### src/rtl/kmcq_pkg.sv
`timescale 1ns / 1ps
package kmcq_pkg;

    localparam int MAX_CLUSTERS = 16;
    localparam int CLU_W        = 4;
    localparam int KCNT_W       = 5;
    localparam int HIST_BINS    = 256;
    localparam int BIN_W        = 8;
    localparam int COUNT_BITS   = 21;
    localparam int SUM_W        = COUNT_BITS + BIN_W;
    localparam int HADDR_W      = CLU_W + BIN_W;
    localparam int HIST_DEPTH   = MAX_CLUSTERS * HIST_BINS;
    localparam int DIST_W       = 18;
    localparam int NUM_CHAN     = 3;

    localparam logic [COUNT_BITS-1:0] COUNT_MAX = {COUNT_BITS{1'b1}};

    typedef enum logic [1:0] {
        OP_LOAD = 2'd0,
        OP_ACC  = 2'd1,
        OP_PASS = 2'd2,
        OP_MAP  = 2'd3
    } op_t;

    localparam logic KIND_MAP  = 1'b0;
    localparam logic KIND_PASS = 1'b1;

    typedef struct packed {
        logic [7:0] alpha;
        logic [7:0] blue;
        logic [7:0] green;
        logic [7:0] red;
    } rgba_t;

    // Control from the sequencer to a median tracker.
    typedef struct packed {
        logic             start;
        logic             sum_en;
        logic             scan_en;
        logic [BIN_W-1:0] bin;
    } med_ctl_t;

    function automatic logic [COUNT_BITS-1:0] sat_inc(input logic [COUNT_BITS-1:0] v);
        sat_inc = (v == COUNT_MAX) ? COUNT_MAX : v + 1'b1;
    endfunction

endpackage

### src/rtl/kmcq_dist.sv
`timescale 1ns / 1ps
module kmcq_dist (
    input  logic                          aclk,
    input  logic                          aresetn,
    input  logic                          en,
    input  logic [kmcq_pkg::CLU_W-1:0]    idx,
    input  logic [7:0]                    pix_r,
    input  logic [7:0]                    pix_g,
    input  logic [7:0]                    pix_b,
    input  logic [7:0]                    cen_r,
    input  logic [7:0]                    cen_g,
    input  logic [7:0]                    cen_b,
    output logic                          d_vld,
    output logic [kmcq_pkg::CLU_W-1:0]    d_idx,
    output logic [kmcq_pkg::DIST_W-1:0]   d
);

    logic [7:0]                  dr, dg, db;
    logic [15:0]                 sr, sg, sb;
    logic [kmcq_pkg::DIST_W-1:0] d_next;
    logic                        d_vld_reg;
    logic [kmcq_pkg::CLU_W-1:0]  d_idx_reg;
    logic [kmcq_pkg::DIST_W-1:0] d_reg;

    always_comb begin
        dr = (pix_r > cen_r) ? pix_r - cen_r : cen_r - pix_r;
        dg = (pix_g > cen_g) ? pix_g - cen_g : cen_g - pix_g;
        db = (pix_b > cen_b) ? pix_b - cen_b : cen_b - pix_b;
        sr = dr * dr;
        sg = dg * dg;
        sb = db * db;
        d_next = {2'b00, sr} + {2'b00, sg} + {2'b00, sb};
    end

    always_ff @(posedge aclk) begin
        if (!aresetn) begin
            d_vld_reg <= 1'b0;
        end else begin
            d_vld_reg <= en;
        end
        d_idx_reg <= idx;
        d_reg     <= d_next;
    end

    assign d_vld = d_vld_reg;
    assign d_idx = d_idx_reg;
    assign d     = d_reg;

endmodule

### config.mk
export PLATFORM = sky130hd
export DESIGN_NAME = kmcq_dist
export DESIGN_NICKNAME = d
export VERILOG_FILES = /design/src/rtl/kmcq_pkg.sv /design/src/rtl/kmcq_dist.sv
export SDC_FILE = /design/constraint.sdc
export NUM_CORES = 1
export LEC_CHECK = 0
export ABC_AREA = 1
export BUFFER_PORTS_ARGS = -buffer_cell sky130_fd_sc_hd__buf_2
export CAP_MARGIN = 10
export CORE_UTILIZATION = 54
export CTS_CLUSTER_DIAMETER = 40
export DETAILED_ROUTE_END_ITERATION = 16
export GPL_ROUTABILITY_DRIVEN = 0
export PLACE_DENSITY = 0.83
export SETUP_SLACK_MARGIN = 0.05
export SYNTH_ARGS = -nofsm -noshare
export SYNTH_HDL_FRONTEND = slang
export SYNTH_SLANG_ARGS = --single-unit
### constraint.sdc
create_clock -name aclk -period 6.3 [get_ports aclk]
set_clock_uncertainty 0.2 [all_clocks]
set_input_delay 0.315 -clock aclk [delete_from_list [all_inputs] [get_ports aclk]]
set_output_delay 0.315 -clock aclk [all_outputs]
set_load 0.01 [all_outputs]
==> results of run 1 <==
worst max-delay path: cells and delay by family:
kind,cells,cell delay [ns]
buffers and inverters,9,0.87
adder cells (fa/ha/maj),10,4.36
AND/OR/NAND/NOR,14,1.37
AO/OA/AOI/OAI,2,0.26
worst max-delay path by stage:
stage / endpoint / cells past startpoint / from
after floorplan: d[14] / 27 / pix_r[2]
after global routing: d[13] / 31 / pix_b[0]
after CTS: d[13] / 34 / pix_r[0]
after detailed placement: d[16] / 33 / pix_b[0]
final: d[16] / 35 / pix_r[0]
after global placement: d[17] / 33 / pix_b[0]
kinds of logic (layout without fill, tap and decap cells):
family,Yosys count,in the layout,synth area share (%)
flops,23,23,5.37
simple gates,381,384,20.1
fa+ha+maj,263,263,50.6
compound gates,84,84,6.04
xor+xnor,30,30,3.07
buf+inv,330,593,14.9
cell usage after synthesis, types with 2 or more instances:
master    instances
xor2_1           17
inv_2             7
a21oi_1          38
inv_1           311
nor2_2            6
nand3_1          37
o21bai_1          8
inv_4             2
o21ai_0          11
nand2_2          22
ha_1            124
xnor2_1          13
fa_1            139
nand4_1           8
nand3_2           2
or2_2             2
nand2_1         195
nor2_4            2
a21o_1            6
nor2_1           91
a31oi_1           2
buf_2             3
buf_4             5
nand2_4          13
dfxtp_1          23
o21a_1            6
o21ai_2           3
o21ai_1           3
a21oi_2           3
metrics by stage:
step           hold WS (ns)  instances
4_1_cts              0.0358       1575
6_report             0.0320       1588
3_5_place_dp          0.219       1551
5_1_grt              0.0294       1588
2_1_floorplan         0.143       1111
3_3_place_gp          0.217       1551
repair_timing:
item,4_1_cts,5_1_grt
endpoints found under the hold margin,4,0
hold buffers,4,0
gates resized for setup,76,62
buffers inserted,13,13
cloned,3,0
pin swaps,25,53
endpoints found under the setup margin,12,13
routing by layer:
layer  vias to the layer above  GRT usage, %  wire (um)
li1                       3809             -          -
met1                      4169          34.6      10000
met2                       669          57.1      14300
met3                       277          3.26       3050
met4                         0          16.4       2840
met5                         -             0          0
cell type report:
type | instances | share of cell area [%]
multi-input combinational | 761 | 65.7
timing repair buffer | 269 | 16.5
inverter | 320 | 10.7
sequential | 23 | 4.01
tap | 211 | 2.30
clock buffer | 3 | 0.654
clock inverter | 1 | 0.0654
==> flow_summary.toml, run 1 <==
[timing]
grt_setup_unrepaired = "yes"
tightest_slew_ns = 0.445
maxClockFrequency_ghz = 0.138
tns_ns = -8.81
timing.final.hold_violations = 0
final_critical_path_setup_slack_ns = -0.928
setup_violations = 13
max-slew-margin-rel_pct = 70.3
timing_max_transition_violations_final = 0
final_period_minus_worst_setup_slack_ns = 7.23
timing.final.crit_share_pct = 115

[worst_setup_path]
type_of_element_capturing_the_critical_path = "flop"
crit_path_max_incr_delay_ns = 0.56
critical_path.startpoint_type = "input port"
required_ns = 6.26
worstSetupPathType = "in -> reg"
timing.critical_path.fanout_max = 6
crit_arrival_ns = 7.19
critPathSlowestCell = "fa_1"

[logic_synthesis]
syn_area_per_cell_um2 = 7.71
synth_flop_cell = "dfxtp_1"
syn-num-nets = 1429
yosys_warnings = 0
postSynthRegisterBits = 23
netlist.top_cell.by_area = "fa_1"
synthTopCellsByArea = "fa_1 (32%), ha_1 (18%), inv_1 (14%), nand2_1 (8.5%), dfxtp_1 (5.4%)"
ys_seq_area_share_pct = 5.37
synth-edff-count = 0
mappedNetlistArea_um2 = 8570
post-synth-top-area-fraction_pct = 32.5
postSynth.asyncResetShare_pct = 0
synth.lib_cells_used.distinct = 38
synth_cells = 1111

[die]
die_area_um2 = 16400
std_cell_rows = 45
fp.dieH_um = 128
floorplan.initialDensity_pct = 55.8
core-area_um2 = 15400
overall_die_width_um = 128
pin_count = 78

[clocking]
cts_num_sinks = 23
clk_path_buf_depth = 2
cts-htree-levels = 1
clock_transition_at_path_regs_ns = 0.07
cts_inserted_buffers = 3
cts_tree = "built"
clock-root-buffer = "clkbuf_16"

[hold_path]
timing.hold.worst_path_depth = 3
worstHoldStart = "en"
hold_path_class = "in -> reg"
hold_end = "d_vld"

[finish]
drive_gt1_share_pct = 34.4
layout.cells.most_common_list = "inv_1 (287), buf_4 (182), nand2_1 (164), fa_1 (129), ha_1 (105)"
layout.area.seq_um2 = 460
most_common_library_cell_in_the_layout_ignoring_fill_and_taps = "inv_1"
antennaDiodeCount = 0
finalCoreUtilization_pct = 74.7
layout.cell_area.non_filler_um2 = 11500
fillerInstances = 925
synthToLayoutAreaGrowth_pct = 33.9
area_of_combinational_cells_with_multiple_inputs_um2 = 7550
finish.net_count = 1696
largest_register_ffs = 18

[route]
routedWlPerCell_um = 19.0
drt_iter0_markers = 740
via_count = 8924
detail_route.drc_violations = 0
drt-pass1-iter-count = 5
drt-vias-per-instance = 5.62
total_wire_length_mm = 30.2
route.antenna.remaining_nets = 0

[placement]
buffer_ports.inserted = 77
dpl_cell_area_um2 = 10600
dpl.hpwl_mm = 18.4
place_worst_setup_slack_ns = -0.654

[global_route]
grt.overflow.total = 0
grt.total_usage_pct = 30.8
pin_count_of_the_biggest_net_entering_global_routing = 15
initial_antenna_violation_count = 0
grt_pass1_wl_mm = 39.7
first_global_vias = 8822

[run_status]
outcome = "finished, violations left"
violations = "negative setup slack"

[job]
maxCapViolations = 0
Power of run 1 is not shown: default switching activity piles up to over one toggle a cycle in this logic, so the estimate is an artifact.
==> run 2, diff against run 1 <==
--- a/config.mk
+++ b/config.mk
@@ -6,7 +6,7 @@
 export NUM_CORES = 1
 export LEC_CHECK = 0
 export ABC_AREA = 1
-export BUFFER_PORTS_ARGS = -buffer_cell sky130_fd_sc_hd__buf_2
+export BUFFER_PORTS_ARGS = -buffer_cell sky130_fd_sc_hd__buf_4
 export CAP_MARGIN = 10
 export CORE_UTILIZATION = 54
 export CTS_CLUSTER_DIAMETER = 40
@@ -14,6 +14,7 @@
 export GPL_ROUTABILITY_DRIVEN = 0
 export PLACE_DENSITY = 0.83
 export SETUP_SLACK_MARGIN = 0.05
+export SKIP_LAST_GASP = 1
 export SYNTH_ARGS = -nofsm -noshare
 export SYNTH_HDL_FRONTEND = slang
 export SYNTH_SLANG_ARGS = --single-unit
==> run 2 against run 1 <==
  * Utilization grew 0.81 points
  * Critical path depth down 4
  * Largest cell class unchanged
  * First-iteration DRC count is 8.6% lower
  * Clock-buffer cell count stayed put
  * Highest routed layer unchanged
  * The flow still finishes with violations (negative setup slack)
  * Critical endpoint is now d[15]
  * Non-clock buffer count decreased by 6
==> flow_summary.toml, run 2 (synthesis results as in run 1) <==
[die]
fp.dieH_um = 128
core-area_um2 = 15400
pin_count = 78
floorplan.initialDensity_pct = 55.8
overall_die_width_um = 128
die_area_um2 = 16400
std_cell_rows = 45

[global_route]
global_route.peak_usage_layer = "met2"
initial_antenna_violation_count = 0
grt.total_usage_pct = 30.8
grt.overflow.total = 0
gr-usage-met3_pct = 4.42
first_global_vias = 8888
pin_count_of_the_biggest_net_entering_global_routing = 14
gr-usage-met2_pct = 57.7
grt_pass1_wl_mm = 39.9
grtUsageMet1_pct = 33.8

[timing]
setup_violations = 13
timing_max_transition_violations_final = 0
max-slew-margin-rel_pct = 65.4
maxClockFrequency_ghz = 0.142
final_critical_path_setup_slack_ns = -0.742
timing.final.hold_violations = 0
tns_ns = -7.41
timing.final.crit_share_pct = 112
final_period_minus_worst_setup_slack_ns = 7.04
grt_setup_unrepaired = "yes"
tightest_slew_ns = 0.517

[worst_setup_path]
crit_path_max_incr_delay_ns = 0.52
crit_arrival_ns = 7.03
worstSetupPathType = "in -> reg"
critical-path-top-cell-by-count = "fa_1"
timing.critical_path.fanout_max = 8
type_of_element_capturing_the_critical_path = "flop"
required_ns = 6.29
critPathSlowestCell = "fa_2"
critical_path.startpoint_type = "input port"

[hold_path]
hold_end = "d_vld"
hold_path_class = "in -> reg"
worstHoldStart = "en"
timing.hold.worst_path_depth = 3

[finish]
area_of_combinational_cells_with_multiple_inputs_um2 = 7520
synthToLayoutAreaGrowth_pct = 35.4
layout.cells.most_common_list = "inv_1 (285), buf_4 (246), nand2_1 (169), fa_1 (124), ha_1 (108)"
most_common_library_cell_in_the_layout_ignoring_fill_and_taps = "inv_1"
fillerInstances = 899
layout.area.seq_um2 = 460
antennaDiodeCount = 0
drive_gt1_share_pct = 34.0
finish.net_count = 1687
largest_register_ffs = 18

[route]
drt_iter0_markers = 676
route.antenna.remaining_nets = 0
drt-pass1-iter-count = 9
detail_route.drc_violations = 0
routedWlPerCell_um = 17.3
drt-vias-per-instance = 5.49
total_wire_length_mm = 27.4
via_count = 8668

[run_status]
outcome = "finished, violations left"
violations = "negative setup slack"

[clocking]
cts_tree = "built"
clk_path_buf_depth = 2
clock-root-buffer = "clkbuf_16"
clock_transition_at_path_regs_ns = 0.06
cts_num_sinks = 23
cts_inserted_buffers = 3
cts-htree-levels = 1

[placement]
buffer_ports.inserted = 77
dpl.hpwl_mm = 18.8

[job]
maxCapViolations = 0
==> run 2: per-stage QoR <==
step	setup WS, ns	hold slack (ns)	area, um2	instances	utilization, %
2_1_floorplan	-0.145	0.143	8810	1111	-
3_3_place_gp	-0.521	0.219	10800	1548	70.2
3_5_place_dp	-0.727	0.221	10800	1548	70.2
4_1_cts	-0.316	0.0416	11300	1569	73.3
5_1_grt	-1.08	0.0431	11600	1579	75.5
6_report	-0.742	0.0358	11600	1579	75.5
==> run 2: timing repair <==
| item | in CTS | in global routing |
|---|---|---|
| gates resized for setup | 67 | 78 |
| pin swaps | 22 | 22 |
| setup endpoints to repair | 12 | 13 |
| setup buffers | 13 | 11 |
| hold buffers | 4 | 0 |
| hold endpoints to repair | 4 | 0 |
==> run 2: worst max-delay path, delay by kind of cell <==
kind	cells	cell delay [ns]
fa+ha+maj	10	4.14
compound gates	3	0.38
buf+inv	10	0.80
xor+xnor	1	0.16
simple gates	7	1.23
==> run 2: worst max path at each step <==
stage	start	endpoint
after floorplan	pix_r[2]	d[14]
after global routing	pix_r[0]	d[16]
after CTS	pix_r[0]	d[16]
final	pix_r[0]	d[15]
after global placement	cen_b[0]	d[17]
after detailed placement	pix_r[3]	d[17]
==> run 2: routing by layer <==
metal | routed length [um] | vias up
li1 | - | 3786
met5 | 0 | -
met3 | 2220 | 222
met1 | 9290 | 4099
met2 | 13700 | 561
met4 | 2140 | 0
==> run 2: cell type report <==
class                   count  share of cell area (%)
multi-input cells         758                    64.9
repair buffers            263                    17.6
inverters                 320                    10.6
flip-flops and latches     23                    3.97
well taps                 211                    2.28
clock buffers               3                   0.647
clock inverters             1                  0.0431
Power of run 2 is left out for the same reason.
