$ cat config.mk
export PLATFORM = sky130hd
export DESIGN_NAME = kmcq_median
export DESIGN_NICKNAME = d
export VERILOG_FILES = /design/src/rtl/kmcq_pkg.sv /design/src/rtl/kmcq_median.sv
export SDC_FILE = /design/constraint.sdc
export NUM_CORES = 1
export LEC_CHECK = 0
export BUFFER_PORTS_ARGS = -buffer_cell sky130_fd_sc_hd__clkbuf_2
export CORE_MARGIN = 5
export CORE_UTILIZATION = 64
export DETAILED_ROUTE_END_ITERATION = 10
export PLACE_DENSITY = 0.91
export SLEW_MARGIN = 20
export SYNTH_ARGS = -nofsm -noshare
export SYNTH_HDL_FRONTEND = slang
export SYNTH_SLANG_ARGS = --single-unit
$ cat constraint.sdc
create_clock -name aclk -period 5.2 [get_ports aclk]
set_input_delay 0.26 -clock aclk [delete_from_list [all_inputs] [get_ports aclk]]
set_output_delay 0.26 -clock aclk [all_outputs]
set_load 0.05 [all_outputs]
$ cat src/rtl/kmcq_pkg.sv
`timescale 1ns / 1ps
package kmcq_pkg;

    localparam int MAX_CLUSTERS = 16;
    localparam int CLU_W        = 4;
    localparam int KCNT_W       = 5;
    localparam int HIST_BINS    = 256;
    localparam int BIN_W        = 8;
    localparam int COUNT_BITS   = 21;
    localparam int SUM_W        = COUNT_BITS + BIN_W;
    localparam int HADDR_W      = CLU_W + BIN_W;
    localparam int HIST_DEPTH   = MAX_CLUSTERS * HIST_BINS;
    localparam int DIST_W       = 18;
    localparam int NUM_CHAN     = 3;

    localparam logic [COUNT_BITS-1:0] COUNT_MAX = {COUNT_BITS{1'b1}};

    typedef enum logic [1:0] {
        OP_LOAD = 2'd0,
        OP_ACC  = 2'd1,
        OP_PASS = 2'd2,
        OP_MAP  = 2'd3
    } op_t;

    localparam logic KIND_MAP  = 1'b0;
    localparam logic KIND_PASS = 1'b1;

    typedef struct packed {
        logic [7:0] alpha;
        logic [7:0] blue;
        logic [7:0] green;
        logic [7:0] red;
    } rgba_t;

    // Control from the sequencer to a median tracker.
    typedef struct packed {
        logic             start;
        logic             sum_en;
        logic             scan_en;
        logic [BIN_W-1:0] bin;
    } med_ctl_t;

    function automatic logic [COUNT_BITS-1:0] sat_inc(input logic [COUNT_BITS-1:0] v);
        sat_inc = (v == COUNT_MAX) ? COUNT_MAX : v + 1'b1;
    endfunction

endpackage

$ cat src/rtl/kmcq_median.sv
`timescale 1ns / 1ps
module kmcq_median (
    input  logic                               aclk,
    input  logic                               aresetn,
    input  kmcq_pkg::med_ctl_t                 ctl,
    input  logic [kmcq_pkg::COUNT_BITS-1:0]    data,
    output logic [kmcq_pkg::BIN_W-1:0]         median
);

    logic [kmcq_pkg::SUM_W-1:0] total_reg, cum_reg, cum_next, m;
    logic                       found_reg, need_w_reg, even;
    logic [kmcq_pkg::BIN_W-1:0] v_reg, res_reg;
    logic [kmcq_pkg::BIN_W:0]   pair_sum;

    always_comb begin
        cum_next = cum_reg + {{(kmcq_pkg::SUM_W-kmcq_pkg::COUNT_BITS){1'b0}}, data};
        m        = (total_reg - 1'b1) >> 1;
        even     = ~total_reg[0];
        pair_sum = {1'b0, v_reg} + {1'b0, ctl.bin};
    end

    always_ff @(posedge aclk) begin
        if (!aresetn || ctl.start) begin
            total_reg  <= '0;
            cum_reg    <= '0;
            found_reg  <= 1'b0;
            need_w_reg <= 1'b0;
            v_reg      <= '0;
            res_reg    <= '0;
        end else if (ctl.sum_en) begin
            total_reg <= total_reg + {{(kmcq_pkg::SUM_W-kmcq_pkg::COUNT_BITS){1'b0}}, data};
        end else if (ctl.scan_en) begin
            cum_reg <= cum_next;
            if (!found_reg && cum_next > m) begin
                found_reg <= 1'b1;
                v_reg     <= ctl.bin;
                // With an even total whose lower median closes its bin: average with the next filled bin.
                if (even && cum_next == m + 1'b1) begin
                    need_w_reg <= 1'b1;
                end else begin
                    res_reg <= ctl.bin;
                end
            end else if (need_w_reg && data != '0) begin
                res_reg    <= pair_sum[kmcq_pkg::BIN_W:1];
                need_w_reg <= 1'b0;
            end
        end
    end

    assign median = need_w_reg ? v_reg : res_reg;

endmodule

==> results of run 1 <==
power by group:
part | total (mW) | internal (mW) | switching, mW
registers | 0.616 | 0.597 | 0.0187
clock network | 0.659 | 0.397 | 0.262
logic | 0.967 | 0.405 | 0.562
final timing paths:
kind,startpoint,depth (start not counted),end,slack [ns]
max,total_reg[5],13,res_reg[6],0.14
min,ctl[5],3,v_reg[5],0.18
max reg2reg,total_reg[5],13,res_reg[6],0.14
min reg2reg,cum_reg[11],2,cum_reg[11],0.46
layout make-up:
cell class | instances | area, µm² | area share, %
inverters | 37 | 139 | 1.51
multi-input cells | 920 | 6480 | 70.6
clock buffers | 12 | 256 | 2.80
well taps | 172 | 215 | 2.35
repair buffers | 83 | 518 | 5.64
clock inverters | 4 | 47.5 | 0.518
flip-flops and latches | 76 | 1520 | 16.6
Yosys cell counts (5+ instances only):
cell type  number
xor2_1         40
dfxtp_1        76
ha_1           75
o21a_1         13
nor4_1         14
o2111ai_1       5
nand2b_1        9
o31ai_1         5
mux2_2         14
a21boi_0        6
nor3_1         51
or2_2           5
xnor2_1        65
buf_2           7
nand4_1        24
and3_1         13
inv_1          37
nand3_1        34
a21o_1         21
a211oi_1       12
o211ai_1       13
a31o_2          5
nor3b_1        14
clkbuf_1       38
or3_1          17
nor2_1         96
or4_1          12
a31oi_1         9
a21oi_1        80
and2_1          8
nor2b_1        15
o21ai_0        43
mux2i_1        20
xnor3_1         6
nand2_1       103
worst min-delay path, stage by stage:
cell and delay, ns:
clkbuf_2 0.10, nand3_1 0.06, a21oi_1 0.05
cells by family (layout without fill, tap and decap cells):
kind of cell	Yosys count	after routing	share of synthesized area, %
DFF	76	76	18.4
and+or+nand+nor	439	439	27.6
xor gates and xnor gates	111	111	12.7
AOI/OAI and AO/OA	257	257	20.5
adders and majority gates	79	79	12.2
buffers and inverters	88	136	4.28
muxes	34	34	4.32
timing repair:
action                     in CTS  in global routing
resized for setup               0                 18
setup endpoints to repair       0                 17
buffers inserted                0                  5
per-layer routing:
layer  GRT usage, %  share of wire [%]  up-vias
met5              0                  0        -
met4           18.3                6.2        0
met3           6.40                8.8      156
met2           54.1                 47      498
met1           37.2                 38     4018
li1               -                  -     4083
==> summary.md, run 1 <==
| Metric | Value |
|---|---|
| Critical path class | reg -> reg |
| Fmax | 0.198 GHz |
| Final setup TNS | 0 ns |
| Crit path DAT | 5.26 ns |
| Mapped cell area | 8280 µm² |
| Buf/Inv on CP | 1 |
| Share of layout cells above drive strength 1 | 13.1% |
| Final wirelength | 24,400 µm |
| Via density per instance | 6.71 |
| IO buf count | 41 |
| Die H | 124 µm |
| Max VDD drop | 0.000245 V |
| Sequential-to-total area share from yosys stat | 18.4% |
| Critical Path Start Type | register |
| Post-synth EDFFs | 0 |
| Async SR Flop Fraction | 0% |
| Setup WS post-layout | 0.141 ns |
| 1st-pass router iterations | 6 |
| Final hold vios | 0 |
| Synth unique cells | 76 |
| Yosys reg bits | 76 |
| HPWL Detailed | 17,800 µm |
| Via count | 8,755 |
| Largest net degree at the start of global routing | 79 |
| CP max stage delay | 0.77 ns |
| CTS tree | built |
| Antenna violations before repair | 0 |
| Leak pwr | 3.90 nW |
| P&R area growth vs syn | 10.8% |
| Pwr dens | 244 nW/µm² |
| Critical path data required time | 5.40 ns |
| Hold-fix buffers at CTS | 0 |
| I/O pins | 42 |
| Finished layout cell area | 9180 µm² |
| Most frequent cells in the layout | 103 x nand2_1, 96 x nor2_1, 78 x a21oi_1, 76 x dfxtp_1, 75 x ha_1 |
| CTS H-Tree Depth | 3 |
| Starting density of the core | 65.3% |
| Root buf cell | clkbuf_16 |
| Slew Limit Fails | 0 |
| Hold slack | 0.179 ns |
| Cell Chain, Critical Path | nor4_2, nand3_1, buf_4, or3_1, a2111o_1, a211o_1, nand2b_1, a311o_1, a2111oi_0, nand4_1, or4_4, a21oi_1, nor3_1 |
| Average cell area after synthesis | 7.64 µm² |
| Synthesized instance count | 1,084 |
| CP endpoint kind | register |
| Die Wd | 124 µm |
| Setup-failing EPs final | 0 |
| Outcome | finished, final reports clean |
| Total CTS buffers | 9 |
| Non-filler instance count after layout | 1,304 |
| Final net count | 1,239 |
| Share of the synthesized area in the top cell type | 18.4% |
| Total GRT Usage | 31.9% |
| Overall power | 2.24 mW |
| Top delay family on crit path | simple AND/OR/NAND/NOR gates |
| Row count | 41 |
| Max clock buf depth | 2 |
| Yosys warns | 0 |
| Clock skew | 0.00621 ns |
| Die ar. | 15,300 µm² |
| Post-synth net total | 1,196 |
| Placed Cells incl. Taps | 1,282 |
| Commonest non-fill, non-tap cell in the layout | nand2_1 |
| CP max FO | 12 |
| Final ANT Viol Nets | 0 |
| WL per Instance | 18.7 µm |
| Antenna diodes | 0 |
| Gr ovfl total | 0 |
| GPL Wtd Cong | 1.07 |
| DR iter-0 viols | 1,135 |
| Final period util | 97.3% |
| Top_reg_cell synth | dfxtp_1 |
| Worst slew pin tran | 1.11 ns |
| Filler Cells Inserted | 940 |
| Post-Place Worst Slack | 0.0460 ns |
| Clk sinks | 76 |
| DP Area | 8760 µm² |
| Clk_lat worst skew | 0.35 ns |
| DRC | 0 |
| Final min period | 5.06 ns |
| Worst slew margin | 25.7% |
| Ranking of synthesized cells by area | dfxtp_1 18%, ha_1 11%, xnor2_1 6.9%, a21oi_1 4.8%, nand2_1 4.7% |
| Core area | 12,700 µm² |
| Synth area leader | dfxtp_1 |
| Max cap viols | 0 |
| HP Class | in -> reg |
| Vias in the first global route | 8,401 |
| Clock-pin slew on the worst setup and hold paths | 0.06 ns |
| End-of-flow core utilization | 72.4% |
| Slowest CP cell | nor4_2 |
| First-pass GRT wire length | 39,200 µm |
Power figures use the tool's default switching activity.
==> run 2, diff against run 1 <==
CORE_UTILIZATION = 45   (was 64)
PLACE_DENSITY = 0.7   (was 0.91)
TNS_END_PERCENT = 1   (was not set)
==> run 2 against run 1 <==
Effect of this change: critical path depth is 8 higher; sequential power about the same; non-clock buffer count is 1 lower; first-iteration DRC count is 49% lower; flip-flop and latch count unchanged; sequential share of layout area shrank 0.059 points; clock skew is 0.0083 ns higher; core utilization shrank 21 points; combinational power fell by 2.3%; final area grew 0.35%; wire length shrank 0.91%; highest routed layer unchanged.
==> summary.md, run 2 (synthesis results as in run 1) <==
| Metric | Value |
|---|---|
| Outcome | finished, final reports clean |
| Starting density of the core | 45.9% |
| P&R area growth vs syn | 11.2% |
| Via density per instance | 6.00 |
| Commonest non-fill, non-tap cell in the layout | nand2_1 |
| Final ANT Viol Nets | 0 |
| WL per Instance | 17.7 µm |
| Most frequent cells in the layout | 103 x nand2_1, 96 x nor2_1, 79 x a21oi_1, 76 x dfxtp_1, 75 x ha_1 |
| Net Switching | 0.872 mW |
| CTS H-Tree Depth | 3 |
| Gr ovfl total | 0 |
| Max clock buf depth | 2 |
| Largest net degree at the start of global routing | 79 |
| Total GRT Usage | 22.3% |
| Logic gate share of total power | 43.0% |
| Worst slew pin tran | 1.05 ns |
| Worst slew margin | 29.8% |
| 1st-pass router iterations | 5 |
| CP max stage delay | 0.62 ns |
| Setup WS post-layout | 0.274 ns |
| Setup-failing EPs final | 0 |
| Filler Cells Inserted | 1,808 |
| Top delay family on crit path | compound AO/OA/AOI/OAI gates |
| Pwr dens | 239 nW/µm² |
| Placed Cells incl. Taps | 1,342 |
| Clk sinks | 76 |
| Final net count | 1,238 |
| Clock skew | 0.0145 ns |
| Critical path class | reg -> reg |
| Power Internal | 1.33 mW |
| Critical path data required time | 5.40 ns |
| Critical Path Start Type | register |
| CP endpoint kind | register |
| Antenna diodes | 0 |
| Die H | 146 µm |
| I/O pins | 42 |
| Clock-pin slew on the worst setup and hold paths | 0.07 ns |
| Non-filler instance count after layout | 1,360 |
| Root buf cell | clkbuf_16 |
| First-pass GRT wire length | 38,900 µm |
| Switch share | 39.7% |
| Slew Limit Fails | 0 |
| Post-Place Worst Slack | 0.0190 ns |
| Total CTS buffers | 9 |
| Via count | 8,164 |
| DP Area | 8850 µm² |
| Clk_lat worst skew | 0.36 ns |
| CP max FO | 8 |
| Vias in the first global route | 7,577 |
| DRC | 0 |
| Finished layout cell area | 9210 µm² |
| HPWL Detailed | 18,600 µm |
| Final hold vios | 0 |
| Final min period | 4.93 ns |
| Clock power frac | 29.0% |
| Multi-input combinational cell area | 6460 µm² |
| Max cap viols | 0 |
| Max VDD drop | 0.000175 V |
| Leak pwr | 3.87 nW |
| Antenna violations before repair | 0 |
| IO buf count | 41 |
| Final period util | 94.7% |
| Sequential cell area | 1520 µm² |
| Row count | 49 |
| HP Class | in -> reg |
| Crit path DAT | 5.13 ns |
| GPL Wtd Cong | 0.982 |
| Hold-fix buffers at CTS | 0 |
| Share of layout cells above drive strength 1 | 12.7% |
| Fmax | 0.203 GHz |
| DR iter-0 viols | 578 |
| Buf/Inv on CP | 2 |
| Die ar. | 21,200 µm² |
| CTS tree | built |
| Die Wd | 146 µm |
| Final wirelength | 24,100 µm |
| Cell Chain, Critical Path | ha_1, inv_1, fa_1, nor2b_1, o31a_1, o21ai_0, xnor2_1, buf_4, ha_1, and4_1, nand2_1, a21oi_1, a211oi_2, o31a_1, maj3_1, nor3b_1, o211a_1, o21ai_1, or4_4, a21oi_1, nor3_1 |
| Core area | 18,000 µm² |
| Slowest CP cell | or4_4 |
| Flop pwr share | 28.1% |
run 2: changes by cell type in the layout (fill, tap and decap cells not counted), sizes merged:
cell,change
clkbuf,-3
buf,-1
inv,+3
bufinv,-1
clkinvlp,+1
run 2: stage by stage:
stage / hold slack [ns] / TNS, ns / util (%) / power (mW)
2_1_floorplan: 0.404 / 0 / - / 1.30
3_3_place_gp: 0.446 / 0 / 49.1 / 1.53
3_5_place_dp: 0.453 / 0 / 49.1 / 1.55
4_1_cts: 0.162 / 0 / 50.7 / 2.18
5_1_grt: 0.186 / -0.0330 / 51.1 / 2.33
6_report: 0.165 / 0 / 51.1 / 2.20
run 2: cell type report:
cell class | count | share of cell area (%)
Clock buffer | 9 | 2.45
Clock inverter | 7 | 0.639
Inverter | 37 | 1.51
Multi-Input combinational cell | 920 | 70.2
Sequential cell | 76 | 16.5
Tap cell | 229 | 3.11
Timing Repair Buffer | 82 | 5.57
run 2: power by group through the flow:
stage          Sequential (mW)  Combinational, mW  Clock, mW
2_1_floorplan            0.620              0.684          0
3_3_place_gp             0.628              0.904          0
3_5_place_dp             0.629              0.917          0
4_1_cts                  0.615              0.924      0.643
5_1_grt                  0.618               1.04      0.671
6_report                 0.617              0.945      0.636
run 2: worst paths after layout:
path / depth (start not counted) / end / slack, ns / from
hold reg to reg: 2 / cum_reg[14] / 0.46 / cum_reg[14]
setup reg to reg: 21 / res_reg[1] / 0.27 / cum_reg[0]
setup / recovery: 21 / res_reg[1] / 0.27 / cum_reg[0]
hold / removal: 3 / v_reg[3] / 0.17 / ctl[3]
run 2: repair_timing:
item | CTS | global route
setup endpoints to repair | 0 | 9
setup buffers | 0 | 2
resized for setup | 0 | 12
run 2: metal layers:
layer	GRT usage, %	vias to the layer above	wire (µm)
met1	28.8	3820	10900
met2	36.8	210	11200
met4	10.1	0	993
met3	3.11	66	1040
li1	-	4068	-
met5	0	-	0
run 2: worst reg2reg max path, stage by stage, from the launching register on:
cell and delay [ns]:
dfxtp_1 0.35, ha_1 0.19, inv_1 0.06, fa_1 0.40, nor2b_1 0.17, o31a_1 0.21, o21ai_0 0.19, xnor2_1 0.18
buf_4 0.16, ha_1 0.30, and4_1 0.22, nand2_1 0.11, a21oi_1 0.17, a211oi_2 0.06, o31a_1 0.27, maj3_1 0.36
nor3b_1 0.21, o211a_1 0.22, o21ai_1 0.10, or4_4 0.62, a21oi_1 0.18, nor3_1 0.06
